### src/camh_pkg.sv
// Shared types, constants and codes of the code address map hash table.
package camh_pkg;

    // Field widths fixed by the item format.
    localparam int FIELD_W = 32;
    localparam int CFG_W   = 11;

    // Defaults for the top level parameters.
    localparam int TABLE_DEPTH_DEF = 1024;
    localparam int ADDR_WIDTH_DEF  = 32;

    // Probe limit after reset.
    localparam logic [CFG_W-1:0] PROBE_LIMIT_RESET = CFG_W'(102);

    // Command codes.
    localparam logic CMD_LOOKUP = 1'b0;
    localparam logic CMD_INSERT = 1'b1;

    // Request beat.
    typedef struct packed {
        logic               command;
        logic [FIELD_W-1:0] source_address;
        logic [FIELD_W-1:0] target_address;
    } t_req;

    // Response beat.
    typedef struct packed {
        logic               found;
        logic [FIELD_W-1:0] result_address;
        logic               status;
    } t_rsp;

    // Table read address select.
    typedef enum logic {
        RD_HOME,
        RD_NEXT
    } t_rd_sel;

    // Table write select.
    typedef enum logic [2:0] {
        WR_NONE,
        WR_CLEAR,
        WR_INSERT,
        WR_SWAP_HOME,
        WR_SWAP_SLOT
    } t_wr_sel;

    // Kind of response to build.
    typedef enum logic [1:0] {
        OUT_OK,
        OUT_HIT,
        OUT_FULL
    } t_out_kind;

    // Commands from the controller to the datapath.
    typedef struct packed {
        logic      load_req;
        logic      probe_start;
        logic      probe;
        logic      probe_adv;
        logic      cap_hit;
        t_rd_sel   rd_sel;
        t_wr_sel   wr_sel;
        logic      out_load;
        t_out_kind out_kind;
    } t_dp_cmd;

    // Status from the datapath to the controller.
    typedef struct packed {
        logic src_zero;
        logic is_insert;
        logic empty;
        logic match;
        logic at_home;
        logic last_lookup;
        logic insert_stop;
        logic clr_last;
    } t_dp_sts;

endpackage

### src/camh_ctrl.sv
// Controller: sequences clearing, hashing, probing, swapping and the response beat.
module camh_ctrl (
    input  logic              i_clk,
    input  logic              i_rst_n,
    input  logic              i_req_valid,
    input  logic              i_rsp_ready,
    input  camh_pkg::t_dp_sts i_sts,
    output logic              o_req_ready,
    output logic              o_rsp_valid,
    output camh_pkg::t_dp_cmd o_cmd
);

    typedef enum logic [3:0] {
        S_CLEAR,
        S_IDLE,
        S_HASH1,
        S_HASH2,
        S_HASH3,
        S_ISSUE,
        S_PROBE,
        S_SWAP,
        S_FINISH
    } t_state;

    t_state              r_state;
    t_state              n_state;
    camh_pkg::t_out_kind r_kind;
    camh_pkg::t_out_kind n_kind;
    logic                r_out_valid;
    logic                n_out_valid;
    camh_pkg::t_dp_cmd   cmd;

    // Next state and datapath commands.
    always_comb begin
        n_state = r_state;
        n_kind  = r_kind;
        cmd     = '0;
        case (r_state)
            S_CLEAR: begin
                cmd.wr_sel = camh_pkg::WR_CLEAR;
                if (i_sts.clr_last) begin
                    n_state = S_IDLE;
                end
            end
            S_IDLE: begin
                if (i_req_valid) begin
                    cmd.load_req = 1'b1;
                    n_state      = S_HASH1;
                end
            end
            S_HASH1: begin
                // A zero source never hits and never inserts.
                if (i_sts.src_zero) begin
                    n_kind  = camh_pkg::OUT_OK;
                    n_state = S_FINISH;
                end else begin
                    n_state = S_HASH2;
                end
            end
            S_HASH2: begin
                n_state = S_HASH3;
            end
            S_HASH3: begin
                n_state = S_ISSUE;
            end
            S_ISSUE: begin
                cmd.probe_start = 1'b1;
                cmd.rd_sel      = camh_pkg::RD_HOME;
                n_state         = S_PROBE;
            end
            S_PROBE: begin
                cmd.probe  = 1'b1;
                cmd.rd_sel = camh_pkg::RD_NEXT;
                if (i_sts.is_insert) begin
                    if (i_sts.empty) begin
                        cmd.wr_sel = camh_pkg::WR_INSERT;
                        n_kind     = camh_pkg::OUT_OK;
                        n_state    = S_FINISH;
                    end else if (i_sts.insert_stop) begin
                        n_kind  = camh_pkg::OUT_FULL;
                        n_state = S_FINISH;
                    end else begin
                        cmd.probe_adv = 1'b1;
                    end
                end else begin
                    if (i_sts.empty) begin
                        n_kind  = camh_pkg::OUT_OK;
                        n_state = S_FINISH;
                    end else if (i_sts.match) begin
                        cmd.cap_hit = 1'b1;
                        n_kind      = camh_pkg::OUT_HIT;
                        if (i_sts.at_home) begin
                            n_state = S_FINISH;
                        end else begin
                            // Hit entry moves home now, home entry moves out next cycle.
                            cmd.wr_sel = camh_pkg::WR_SWAP_HOME;
                            n_state    = S_SWAP;
                        end
                    end else if (i_sts.last_lookup) begin
                        n_kind  = camh_pkg::OUT_OK;
                        n_state = S_FINISH;
                    end else begin
                        cmd.probe_adv = 1'b1;
                    end
                end
            end
            S_SWAP: begin
                cmd.wr_sel = camh_pkg::WR_SWAP_SLOT;
                n_state    = S_FINISH;
            end
            S_FINISH: begin
                // Wait until the response register is free or drains this cycle.
                if (!r_out_valid || i_rsp_ready) begin
                    cmd.out_load = 1'b1;
                    cmd.out_kind = r_kind;
                    n_state      = S_IDLE;
                end
            end
            default: begin
                n_state = S_IDLE;
            end
        endcase
    end

    // Response valid: set on load, cleared when the beat is taken.
    always_comb begin
        n_out_valid = r_out_valid;
        if (cmd.out_load) begin
            n_out_valid = 1'b1;
        end else if (i_rsp_ready) begin
            n_out_valid = 1'b0;
        end
    end

    // State and registered outputs.
    always_ff @(posedge i_clk) begin
        if (!i_rst_n) begin
            r_state     <= S_CLEAR;
            r_kind      <= camh_pkg::OUT_OK;
            r_out_valid <= 1'b0;
        end else begin
            r_state     <= n_state;
            r_kind      <= n_kind;
            r_out_valid <= n_out_valid;
        end
    end

    assign o_req_ready = (r_state == S_IDLE);
    assign o_rsp_valid = r_out_valid;
    assign o_cmd       = cmd;

    // A new response never overwrites one that is still waiting.
    a_no_overwrite: assert property (@(posedge i_clk) disable iff (!i_rst_n)
        cmd.out_load |-> (!r_out_valid || i_rsp_ready))
        else $error("response loaded over a pending beat");

    // The second half of a swap only follows a hit in the probe state.
    a_swap_order: assert property (@(posedge i_clk) disable iff (!i_rst_n)
        (r_state == S_SWAP) |-> ($past(r_state) == S_PROBE)
                             && ($past(cmd.wr_sel) == camh_pkg::WR_SWAP_HOME))
        else $error("swap completion without a preceding home write");

    // The table is never written while a request may be accepted.
    a_idle_no_write: assert property (@(posedge i_clk) disable iff (!i_rst_n)
        o_req_ready |-> (cmd.wr_sel == camh_pkg::WR_NONE))
        else $error("table write while idle");

    // A pending response is dropped only when it was taken.
    a_valid_drop: assert property (@(posedge i_clk) disable iff (!i_rst_n)
        $fell(r_out_valid) |-> $past(i_rsp_ready))
        else $error("response dropped without being taken");

endmodule

### config.mk
export PLATFORM = sky130hd
export DESIGN_NAME = camh_ctrl
export DESIGN_NICKNAME = d
export VERILOG_FILES = /design/src/camh_pkg.sv /design/src/camh_ctrl.sv
export SDC_FILE = /design/constraint.sdc
export NUM_CORES = 1
export LEC_CHECK = 0
export CAP_MARGIN = 15
export CORE_AREA = 2 2 39 41
export DETAILED_ROUTE_END_ITERATION = 10
export DIE_AREA = 0 0 41 43
export DONT_BUFFER_PORTS = 1
export GPL_TIMING_DRIVEN = 0
export MAX_ROUTING_LAYER = met4
export SYNTH_ARGS = -nofsm -noshare
export SYNTH_HDL_FRONTEND = slang
export SYNTH_SLANG_ARGS = --single-unit
### constraint.sdc
create_clock -name i_clk -period 1.3 [get_ports i_clk]
set_input_delay 0.065 -clock i_clk [delete_from_list [all_inputs] [get_ports i_clk]]
set_output_delay 0.065 -clock i_clk [all_outputs]
set_load 0.01 [all_outputs]
Word-level counts from Yosys, hierarchy flattened
Cells that the tools add are included.

storage, ports and cells
  memories kept = 0
  bits in latches = 0
  logic and storage cells = 67
  output and inout bits = 14
  RAM bits = 0
  input bits = 12
  bits in registers = 7
  ROM bits = 0

operators by class
  divide/modulo/power cells = 0
  multiply operators = 0
  shifts and indexed selects = 0
  add/sub/neg operators = 0
  bitwise gates (word level) = 0
  equality and inequality tests = 14
  reductions and logical operators = 7
  magnitude comparators = 0
  multiplexer cells = 43

operators with widths
  operator                                                         count
  4-bit 2-to-1 mux                                                 11
  4-bit case mux with 9 select lines                               1
  2-bit 2-to-1 mux                                                 12
  4-bit by 3-bit == test with 1-bit output, second input constant  4
  1-bit 2-to-1 mux                                                 13
  3-bit 2-to-1 mux                                                 4
  3-bit case mux with 3 select lines                               1
  4-bit by 2-bit == test with 1-bit output, second input constant  2
  2-bit != test, second input constant                             4
  5-bit != test, second input constant                             1
  5-bit AND reduction                                              1
  4-bit by 1-bit == test with 1-bit output, second input constant  1
  4-bit == test, second input constant                             1
  4-bit zero test                                                  1
  4-bit != test, second input constant                             1
  2-bit case mux with 2 select lines                               1
  4-bit AND reduction                                              1
  2-bit nonzero test                                               2
  1-bit zero test                                                  1
  1-bit logical OR                                                 1

Logic depth before layout (Yosys ltp)
Gate-level depths: netlist of the first run.

  depth after elaboration = 5
  depth in mapped cells = 5
  mapped depth without buffers = 5

Worst setup path before layout of the first run
Ideal clock, no wire load.

  path kind = register -> register
  from = register r_state[0]
  to = register r_state[1]
  data required time = 1.156 ns
  data arrival time = 1.124 ns
  cell stages (with the launch flop) = 4
  path slack = 0.032 ns
  path buffers = 0
  period minus slack after synthesis = 1.268 ns
  library setup time = 0.144 ns
  cell sequence = dfxtp_1 -> or2b_1 -> nor3_1 -> a221oi_2

between the ends
  word-level cells in the longest chain between the ends = 3
  elaborated cells between the ends (all ways) = 16
  those cells by class = eq/ne (13); mux (1); reduce/logical (2)

ends and longest elaborated chain
  element                                     RTL line          RTL
  from (decl)                                 camh_ctrl.sv:25   t_state r_state;
  from (signal assigned)                      camh_ctrl.sv:142  r_state <= n_state;
  4-bit by 1-bit == test with 1-bit output *  --
  net o_req_ready                             camh_ctrl.sv:8    output logic o_req_ready,
  2-bit != test (no line)                     --
  5-bit AND reduction (no line)               --

The timed path passes the listed nets; every way through them passes the cells marked *.
A chain may end at the register's enable or synchronous reset.

Worst setup path after layout of the first run
  from = register r_state[2]
  to = register r_state[1]

between the ends
  word-level cells in the longest chain between the ends = 3
  elaborated cells between the ends (all ways) = 16
  those cells by class = eq/ne (13); mux (1); reduce/logical (2)

ends and longest elaborated chain
  element                                                                 RTL line         RTL
  4-bit by 3-bit == test with 1-bit output, or another cell as far along  camh_ctrl.sv:38  case (r_state)
  5-bit != test (no line), or another cell as far along                   --
  5-bit AND reduction (no line)                                           --

Parallel ways exist; a longest one is shown, timed or not.

==> impl_metrics.tcl, run 1 <==
set metrics [dict create \
    gr-total-overflow 0 \
    clk_latency_ns 0.26 \
    finalClockSkew_ns 0.00547 \
    slew_headroom_pct 73.8 \
    die_area_sq_um 1760 \
    grt_max_degree 11 \
    synth_top_area_cell "dfxtp_1" \
    avgViaCountPerCell 5.87 \
    grt_pass1_vias 636 \
    cts.sinks 7 \
    fin_crit_sh_pct 107 \
    die_h_um 43 \
    totalPowerFinal_uw 660 \
    drt_iter0_drc 10 \
    cts_buffer_depth 2 \
    cts_root_buf "clkbuf_4" \
    grt_pass1_wl_mm 2.64 \
    async_flop_share_pct 0 \
    synth.avg_cell_area_sq_um 7.68 \
    setup_ws_ns -0.0938 \
    power.share.clock_pct 30.8 \
    n_fill_cell 107 \
    worstPathRequired_ns 1.47 \
    die_w_um 41 \
    grt_setup_unrepaired "true" \
    netSwitchingPower_uw 222 \
    synth_cell_types 35 \
    coreArea_sq_um 1380 \
    final_max_slew_viol_count 0 \
    numPortBuffers 0 \
    synth.top_cells.by_count "a21oi_1, dfxtp_1, nand2_1" \
    finalHoldViolations 0 \
    synthCells 81 \
    synth_edf_count 0 \
    cp_max_fo 4 \
    cp.arrival_ns 1.56 \
    drc_errors 0 \
    outcome "finished with violations" \
    wl_mm 1.91 \
    cp-end-kind "flip-flop" \
    ir_drop_uv 846 \
    syn-cell-area_sq_um 622 \
    cts_tree "done" \
    drive_gt1_share_pct 57.8 \
    p_comb_share_pct 33.3 \
    diodes 0 \
    clk_pin_slew_ns 0.06 \
    finalSetupViolations 13 \
    routabilityCongestion 0.767 \
    pwr-share-seq_pct 35.9 \
    hold_path.class "in -> reg" \
    synth_flop_cell "dfxtp_1" \
    yosysMostFrequentCell "a21oi_1" \
    fmax_ghz 0.717 \
    rows 14 \
    dp_hpwl_mm 1.07 \
    initial_core_util_pct 44.9 \
    syn_nets 93 \
    switching_share_pct 33.6 \
    cts_max_level 1 \
    layout.nets 115 \
    synth_warnings 0 \
    ant_nets 0 \
    timing.hold.ws_ns 0.0198 \
    worstMarginPinSlew_ns 0.389 \
    total_leakage_power_nw 0.384 \
    min_period_ns 1.39 \
    violations "setup timing" \
    first_pass_iters 5 \
    pin_count 26 \
    cts-buffers-inserted 3 \
    ys_ff_latch 7 \
    synth_top_area_share_pct 22.5 \
    syn_to_final_growth_pct 65.4 \
    path_class "reg -> reg" \
    grt_usage_pct 23.1 \
    wl_per_cell_um 16.2 \
    vias 693 \
    worst_setup_path_start_kind "flip-flop" \
    power.density_nw_per_um2 642 \
    yosysSeqAreaShare_pct 22.5 \
    netlist_top_cells_area "dfxtp_1, a21oi_1, nand2_1" \
    internal_power_uw 439 \
    antenna_found_initial 0 \
    cap_violations 0 \
]
through the flow:
stage | area [sq um] | worst slack (ns) | instances | TNS [ns] | util (%)
detailed placement | 642 | -0.115 | 97 | -0.285 | 46.4
global placement | 642 | -0.104 | 97 | -0.270 | 46.4
CTS | 920 | -0.121 | 116 | -0.575 | 66.5
global route | 1030 | -0.142 | 118 | -1.39 | 74.3
floorplan | 622 | 0.0318 | 81 | 0 | -
finish | 1030 | -0.0938 | 118 | -0.684 | 74.3
power by group through the flow:
stage	clock (mW)	combinational, mW	sequential, mW
2_1_floorplan	0	0.118	0.235
3_3_place_gp	0	0.136	0.238
3_5_place_dp	0	0.135	0.238
4_1_cts	0.208	0.185	0.238
5_1_grt	0.222	0.237	0.238
6_report	0.203	0.220	0.237
cell usage in the layout (no fill, tap or decap), types with 2 or more instances in the layout:
cell,n
buf_6,11
buf_4,7
nand2_1,5
a21oi_1,5
a21oi_2,4
o21ai_0,4
dlygate4sd3_1,4
nor2b_4,3
nor2_4,3
and2_4,3
nor2_1,3
inv_1,3
clkbuf_4,3
dfxtp_1,3
dfxtp_4,3
nor3_4,2
nand2_2,2
or2b_1,2
mux2i_1,2
nor3_2,2
or3_1,2
o21a_1,2
buf_12,2
cell type report:
type	count	area (sq um)	share of cell area, %
Inverter	5	21.3	2.07
Timing Repair Buffer	17	185	18.0
Multi-Input combinational cell	62	552	53.6
Sequential cell	7	153	14.8
Clock buffer	4	26.3	2.55
Buffer	7	71.3	6.93
Tap cell	16	20.0	1.95
per-layer routing:
layer | global-route usage, % | share of wire, %
met1 | 26.9 | 37
met2 | 36.6 | 55
met3 | 9.42 | 6.4
met4 | 4.00 | 1.3
met5 | - | 0
kinds of logic (layout without fill, tap and decap cells):
group                  Yosys count  in the layout  share of synthesized area, %
and+or+nand+nor                 36             36                          35.0
muxes                            3              3                          5.03
buffers and inverters           12             33                          11.9
DFF                              7              7                          22.5
AOI/OAI and AO/OA               23             23                          25.6
flip-flops by register name, summed over array words and instances (netlist names):
register     cells
r_kind           2
r_state          4
o_rsp_valid      1
path summary, 6_finish.rpt:
kind         startpoint         end  slack, ns  depth (start not counted)
min            i_sts[5]   r_kind[1]       0.02                          3
max reg2reg  r_state[2]  r_state[1]      -0.09                          6
max          r_state[2]  r_state[1]      -0.09                          6
min reg2reg   r_kind[1]   r_kind[1]       0.48                          2
timing repair:
| action | 4_1_cts | 5_1_grt |
|---|---|---|
| gates resized for setup | 31 | 23 |
| hold buffers | 4 | 0 |
| hold endpoints to repair | 7 | 0 |
| setup buffers | 12 | 3 |
| setup endpoints to repair | 15 | 16 |
| pin swaps | 11 | 12 |
critical path: stages, from the launching register on:
cell	delay [ns]
dfxtp_4	0.36
buf_6	0.13
buf_12	0.12
nor4b_4	0.24
a21oi_2	0.06
a21o_1	0.17
a221oi_2	0.22
No activity file was read; power rests on OpenSTA's default activity.
==> inputs of run 2 (changes only) <==
--- a/config.mk
+++ b/config.mk
@@ -6,12 +6,15 @@
 export NUM_CORES = 1
 export LEC_CHECK = 0
 export CAP_MARGIN = 15
-export CORE_AREA = 2 2 39 41
+export CELL_PAD_IN_SITES_DETAIL_PLACEMENT = 2
+export CELL_PAD_IN_SITES_GLOBAL_PLACEMENT = 2
+export CORE_MARGIN = 1.5
+export CORE_UTILIZATION = 28
 export DETAILED_ROUTE_END_ITERATION = 10
-export DIE_AREA = 0 0 41 43
 export DONT_BUFFER_PORTS = 1
 export GPL_TIMING_DRIVEN = 0
 export MAX_ROUTING_LAYER = met4
+export PLACE_DENSITY_LB_ADDON = 0.1
 export SYNTH_ARGS = -nofsm -noshare
 export SYNTH_HDL_FRONTEND = slang
 export SYNTH_SLANG_ARGS = --single-unit
==> impl_metrics.tcl, run 2 (synthesized netlist as in run 1, its figures left out) <==
set metrics [dict create \
    slowest_delay_ns 0.33 \
    wl_mm 3.08 \
    cts.sinks 7 \
    dp_hpwl_mm 1.39 \
    path_class "reg -> out" \
    hold_path.class "in -> reg" \
    violations "setup timing" \
    initial_core_util_pct 30.8 \
    syn_to_final_growth_pct 75.0 \
    final_common_cell "buf_4" \
    gr-total-overflow 0 \
    largest_register_ffs 4 \
    postLayoutCellArea_sq_um 1090 \
    cts_buffer_depth 2 \
    ant_nets 0 \
    cts_tree "done" \
    first_pass_iters 4 \
    cp-end-kind "primary output" \
    worstPathRequired_ns 1.24 \
    drt_iter0_drc 6 \
    total_leakage_power_nw 0.409 \
    coreArea_sq_um 2020 \
    avgViaCountPerCell 5.55 \
    multi_input_area_sq_um 594 \
    cp.arrival_ns 1.38 \
    cts_root_buf "clkbuf_4" \
    ir_drop_uv 575 \
    cp_max_fo 4 \
    setup_ws_ns -0.148 \
    layout.nets 117 \
    min_period_ns 1.45 \
    die_w_um 50.1 \
    clk_pin_slew_ns 0.06 \
    diodes 0 \
    rows 16 \
    grt_max_degree 11 \
    routabilityCongestion 0.727 \
    final_max_slew_viol_count 0 \
    post-route-util_pct 53.8 \
    outcome "finished with violations" \
    seqCellArea_sq_um 153 \
    post-place-ws_ns -0.122 \
    regMostFlops "r_state" \
    drc_errors 0 \
    cap_violations 0 \
    grt_setup_unrepaired "true" \
    cts_max_level 1 \
    worst_setup_path_start_kind "flip-flop" \
    finalClockSkew_ns 0.00198 \
    clk_latency_ns 0.25 \
    n_fill_cell 200 \
    pin_count 26 \
    slew_headroom_pct 76.0 \
    grt_pass1_vias 749 \
    drive_gt1_share_pct 63.5 \
    grt_pass1_wl_mm 3.95 \
    antenna_found_initial 0 \
    cp_cell_sequence "buf_6 -> nor4_4 -> and3b_2 -> buf_6" \
    power.density_nw_per_um2 661 \
    dpl_cell_area_sq_um 656 \
    numPortBuffers 0 \
    fmax_ghz 0.691 \
    crit_path_top_delay_cell "dfxtp_2" \
    worstMarginPinSlew_ns 0.356 \
    cpMostUsedCell "buf_6" \
    layout_common_cells "buf_4, a21oi_1, buf_6" \
    vias 727 \
    wl_per_cell_um 23.5 \
    finalHoldViolations 0 \
    grt_usage_pct 22.3 \
    finalSetupViolations 13 \
    die_h_um 50.1 \
    timing.hold.ws_ns 0.0572 \
    die_area_sq_um 2510 \
    cts-buffers-inserted 3 \
    fin_crit_sh_pct 111 \
]
==> run 2: critical path, delay by kind of cell, from the launching register on <==
family | cells | cell delay [ns]
buf+inv | 2 | 0.25
flops | 1 | 0.33
simple gates | 2 | 0.56
==> run 2: where the power goes <==
group,switching [mW],internal (mW),total [mW]
clock network,0.0876,0.118,0.205
registers,0.0179,0.223,0.241
logic,0.156,0.118,0.274
==> run 2: final cells by class <==
type	instances	area share (%)
Timing Repair Buffer	19	17.0
Multi-Input combinational cell	62	54.6
Sequential cell	7	14.0
Inverter	5	1.95
Clock buffer	4	2.41
Tap cell	27	3.10
Buffer	7	6.90
==> run 2: worst paths after layout <==
kind,start,endpoint,slack [ns],depth (start not counted)
worst min-delay path,i_req_valid,r_state[1],0.06,2
worst max register to register,r_state[0],r_state[3],-0.08,5
worst min register to register,r_kind[1],r_kind[1],0.57,2
worst max-delay path,r_state[3],o_cmd[7],-0.15,4
==> run 2: per-layer routing <==
layer	global-route usage (%)	wire length (um)	up-vias
met3	3.33	101	8
met5	-	0	-
met1	25.0	1180	362
met2	39.5	1730	24
li1	-	-	333
met4	8.33	76	0
==> run 2: repair_timing <==
item | 4_1_cts | 5_1_grt
setup endpoints to repair | 17 | 18
hold endpoints to repair | 7 | 1
setup buffers | 9 | 8
resized for setup | 33 | 31
hold buffers | 2 | 1
pin swaps | 13 | 9
==> run 2: per-stage QoR <==
stage               total power, mW  instances  TNS [ns]
finish                        0.720        131     -1.01
global route                  0.754        131     -1.78
CTS                           0.653        122    -0.605
detailed placement            0.383        108    -0.534
global placement              0.381        108    -0.487
floorplan                     0.353         81         0
==> inputs of run 3 (changes only) <==
--- a/config.mk
+++ b/config.mk
@@ -9,7 +9,7 @@
 export CELL_PAD_IN_SITES_DETAIL_PLACEMENT = 2
 export CELL_PAD_IN_SITES_GLOBAL_PLACEMENT = 2
 export CORE_MARGIN = 1.5
-export CORE_UTILIZATION = 28
+export CORE_UTILIZATION = 31
 export DETAILED_ROUTE_END_ITERATION = 10
 export DONT_BUFFER_PORTS = 1
 export GPL_TIMING_DRIVEN = 0
==> constraint.sdc (replaced) <==
create_clock -name i_clk -period 1.5 [get_ports i_clk]
set_input_delay 0.075 -clock i_clk [delete_from_list [all_inputs] [get_ports i_clk]]
set_output_delay 0.075 -clock i_clk [all_outputs]
set_load 0.01 [all_outputs]
==> impl_metrics.tcl, run 3 (synthesized netlist as in run 1, its figures left out) <==
set metrics [dict create \
    outcome "finished with violations" \
    violations "setup timing" \
    clk_pin_slew_ns 0.05 \
    layout.nets 102 \
    rr_endpoint "r_state[3]" \
    drt_iter0_drc 4 \
    grt_usage_pct 18.6 \
    finalClockSkew_ns 0.00357 \
    diodes 0 \
    postCtsSetupBuffers 0 \
    ir_drop_uv 570 \
    switching_share_pct 32.7 \
    p_comb_share_pct 27.9 \
    cp.arrival_ns 1.51 \
    cp_max_fo 10 \
    ant_nets 0 \
    die_w_um 47.8 \
    cap_violations 0 \
    setup_ws_ns -0.0847 \
    reg2reg_from "r_state[3]" \
    worstMarginPinSlew_ns 0.372 \
    worstPathRequired_ns 1.42 \
    syn_to_final_growth_pct 21.9 \
    fin_cells 116 \
    cts_max_level 1 \
    largest_register_ffs 4 \
    vias 605 \
    reg2regPathDepth 5 \
    total_leakage_power_nw 0.290 \
    post-place-ws_ns 0.0526 \
    die_area_sq_um 2280 \
    fin_crit_sh_pct 106 \
    power.density_nw_per_um2 699 \
    postLayoutCellArea_sq_um 758 \
    rows 16 \
    dpl_cell_area_sq_um 656 \
    pwr-share-seq_pct 38.2 \
    layout_common_cells "a21oi_1, nand2_1, dfxtp_1" \
    grt_setup_unrepaired "true" \
    grt_max_degree 11 \
    final_common_cell "a21oi_1" \
    n_fill_cell 250 \
    grt_pass1_vias 560 \
    routabilityCongestion 0.713 \
    numPortBuffers 0 \
    first_pass_iters 4 \
    cts-buffers-inserted 3 \
    worstHoldEndpoint "r_kind[1]" \
    wl_per_cell_um 16.4 \
    totalPowerFinal_uw 530 \
    clk_latency_ns 0.26 \
    antenna_found_initial 0 \
    cts_tree "done" \
    worst_setup_path_start_kind "flip-flop" \
    initial_core_util_pct 32.4 \
    final_max_slew_viol_count 0 \
    slew_headroom_pct 74.9 \
    cts_root_buf "clkbuf_4" \
    cts_buffer_depth 2 \
    dp_cells 108 \
    drc_errors 0 \
    startpoint "r_state[3]" \
    internal_power_uw 356 \
    grt_pass1_wl_mm 2.73 \
    power.share.clock_pct 33.9 \
    hold_path.class "in -> reg" \
    min_path_cells 3 \
    min_period_ns 1.58 \
    hold_start "i_sts[5]" \
    netSwitchingPower_uw 173 \
    drive_gt1_share_pct 29.2 \
    rrSetupSlack_ns 0.02 \
    gr-total-overflow 0 \
    fmax_ghz 0.631 \
    finalHoldViolations 0 \
    path_class "reg -> out" \
    coreArea_sq_um 1920 \
    die_h_um 47.8 \
    finalSetupViolations 5 \
    avgViaCountPerCell 5.22 \
    cp-end-kind "primary output" \
    cts.sinks 7 \
    wl_mm 1.90 \
    dp_hpwl_mm 1.36 \
    regMostFlops "r_state" \
    pin_count 26 \
]
run 3: cell types whose count changed in the layout (fill, tap and decap cells not counted), sizes merged:
| cell | change |
|---|---|
| dlygate4sd3 | +1 |
| buf | -16 |
run 3: repair_timing:
item	4_1_cts	5_1_grt
resized for setup	2	5
hold buffers	4	0
setup endpoints to repair	7	13
endpoints found under the hold margin	6	0
run 3: worst max-delay path by stage:
| stage | slack [ns] | depth (start not counted) | end |
|---|---|---|---|
| 2_1_floorplan | 0.23 | 3 | r_state[1] |
| 3_3_place_gp | 0.07 | 5 | r_state[3] |
| 3_5_place_dp | 0.05 | 5 | r_state[3] |
| 4_1_cts | -0.09 | 5 | o_cmd[0] |
| 5_1_grt | -0.17 | 4 | o_cmd[8] |
| 6_report | -0.08 | 4 | o_cmd[8] |
run 3: layout make-up:
| class | count | area (sq um) | share of cell area [%] |
|---|---|---|---|
| Buffer | 7 | 55.1 | 7.26 |
| Timing Repair Buffer | 4 | 40.0 | 5.28 |
| Inverter | 5 | 18.8 | 2.48 |
| Clock buffer | 4 | 26.3 | 3.47 |
| Multi-Input combinational cell | 62 | 444 | 58.6 |
| Tap cell | 27 | 33.8 | 4.46 |
| Sequential cell | 7 | 140 | 18.5 |
run 3: critical path, cell delays in order, from the launching register on:
cell	delay, ns
dfxtp_1	0.34
buf_6	0.15
nor4_2	0.37
nand2_1	0.19
inv_1	0.20
run 3: metal layers:
| layer | global-route usage (%) | up-vias | part of all wire [%] |
|---|---|---|---|
| li1 | - | 303 | - |
| met1 | 22.6 | 290 | 47 |
| met2 | 29.9 | 12 | 49 |
| met3 | 7.92 | 0 | 4.0 |
| met4 | 1.62 | 0 | 0 |
| met5 | - | - | 0 |
run 3: per-stage QoR:
stage	TNS (ns)	hold slack, ns	utilization, %
CTS	-0.383	0.0406	38.1
global placement	0	0.197	34.1
detailed placement	0	0.201	34.1
global route	-0.913	0.0545	39.5
floorplan	0	0.192	-
finish	-0.276	0.0477	39.5
run 3: power by group through the flow:
| stage | clock (mW) | sequential (mW) | combinational, mW |
|---|---|---|---|
| 3_5_place_dp | 0 | 0.206 | 0.125 |
| 5_1_grt | 0.199 | 0.203 | 0.163 |
| 6_report | 0.180 | 0.202 | 0.148 |
| 2_1_floorplan | 0 | 0.204 | 0.102 |
| 3_3_place_gp | 0 | 0.206 | 0.124 |
| 4_1_cts | 0.188 | 0.202 | 0.139 |
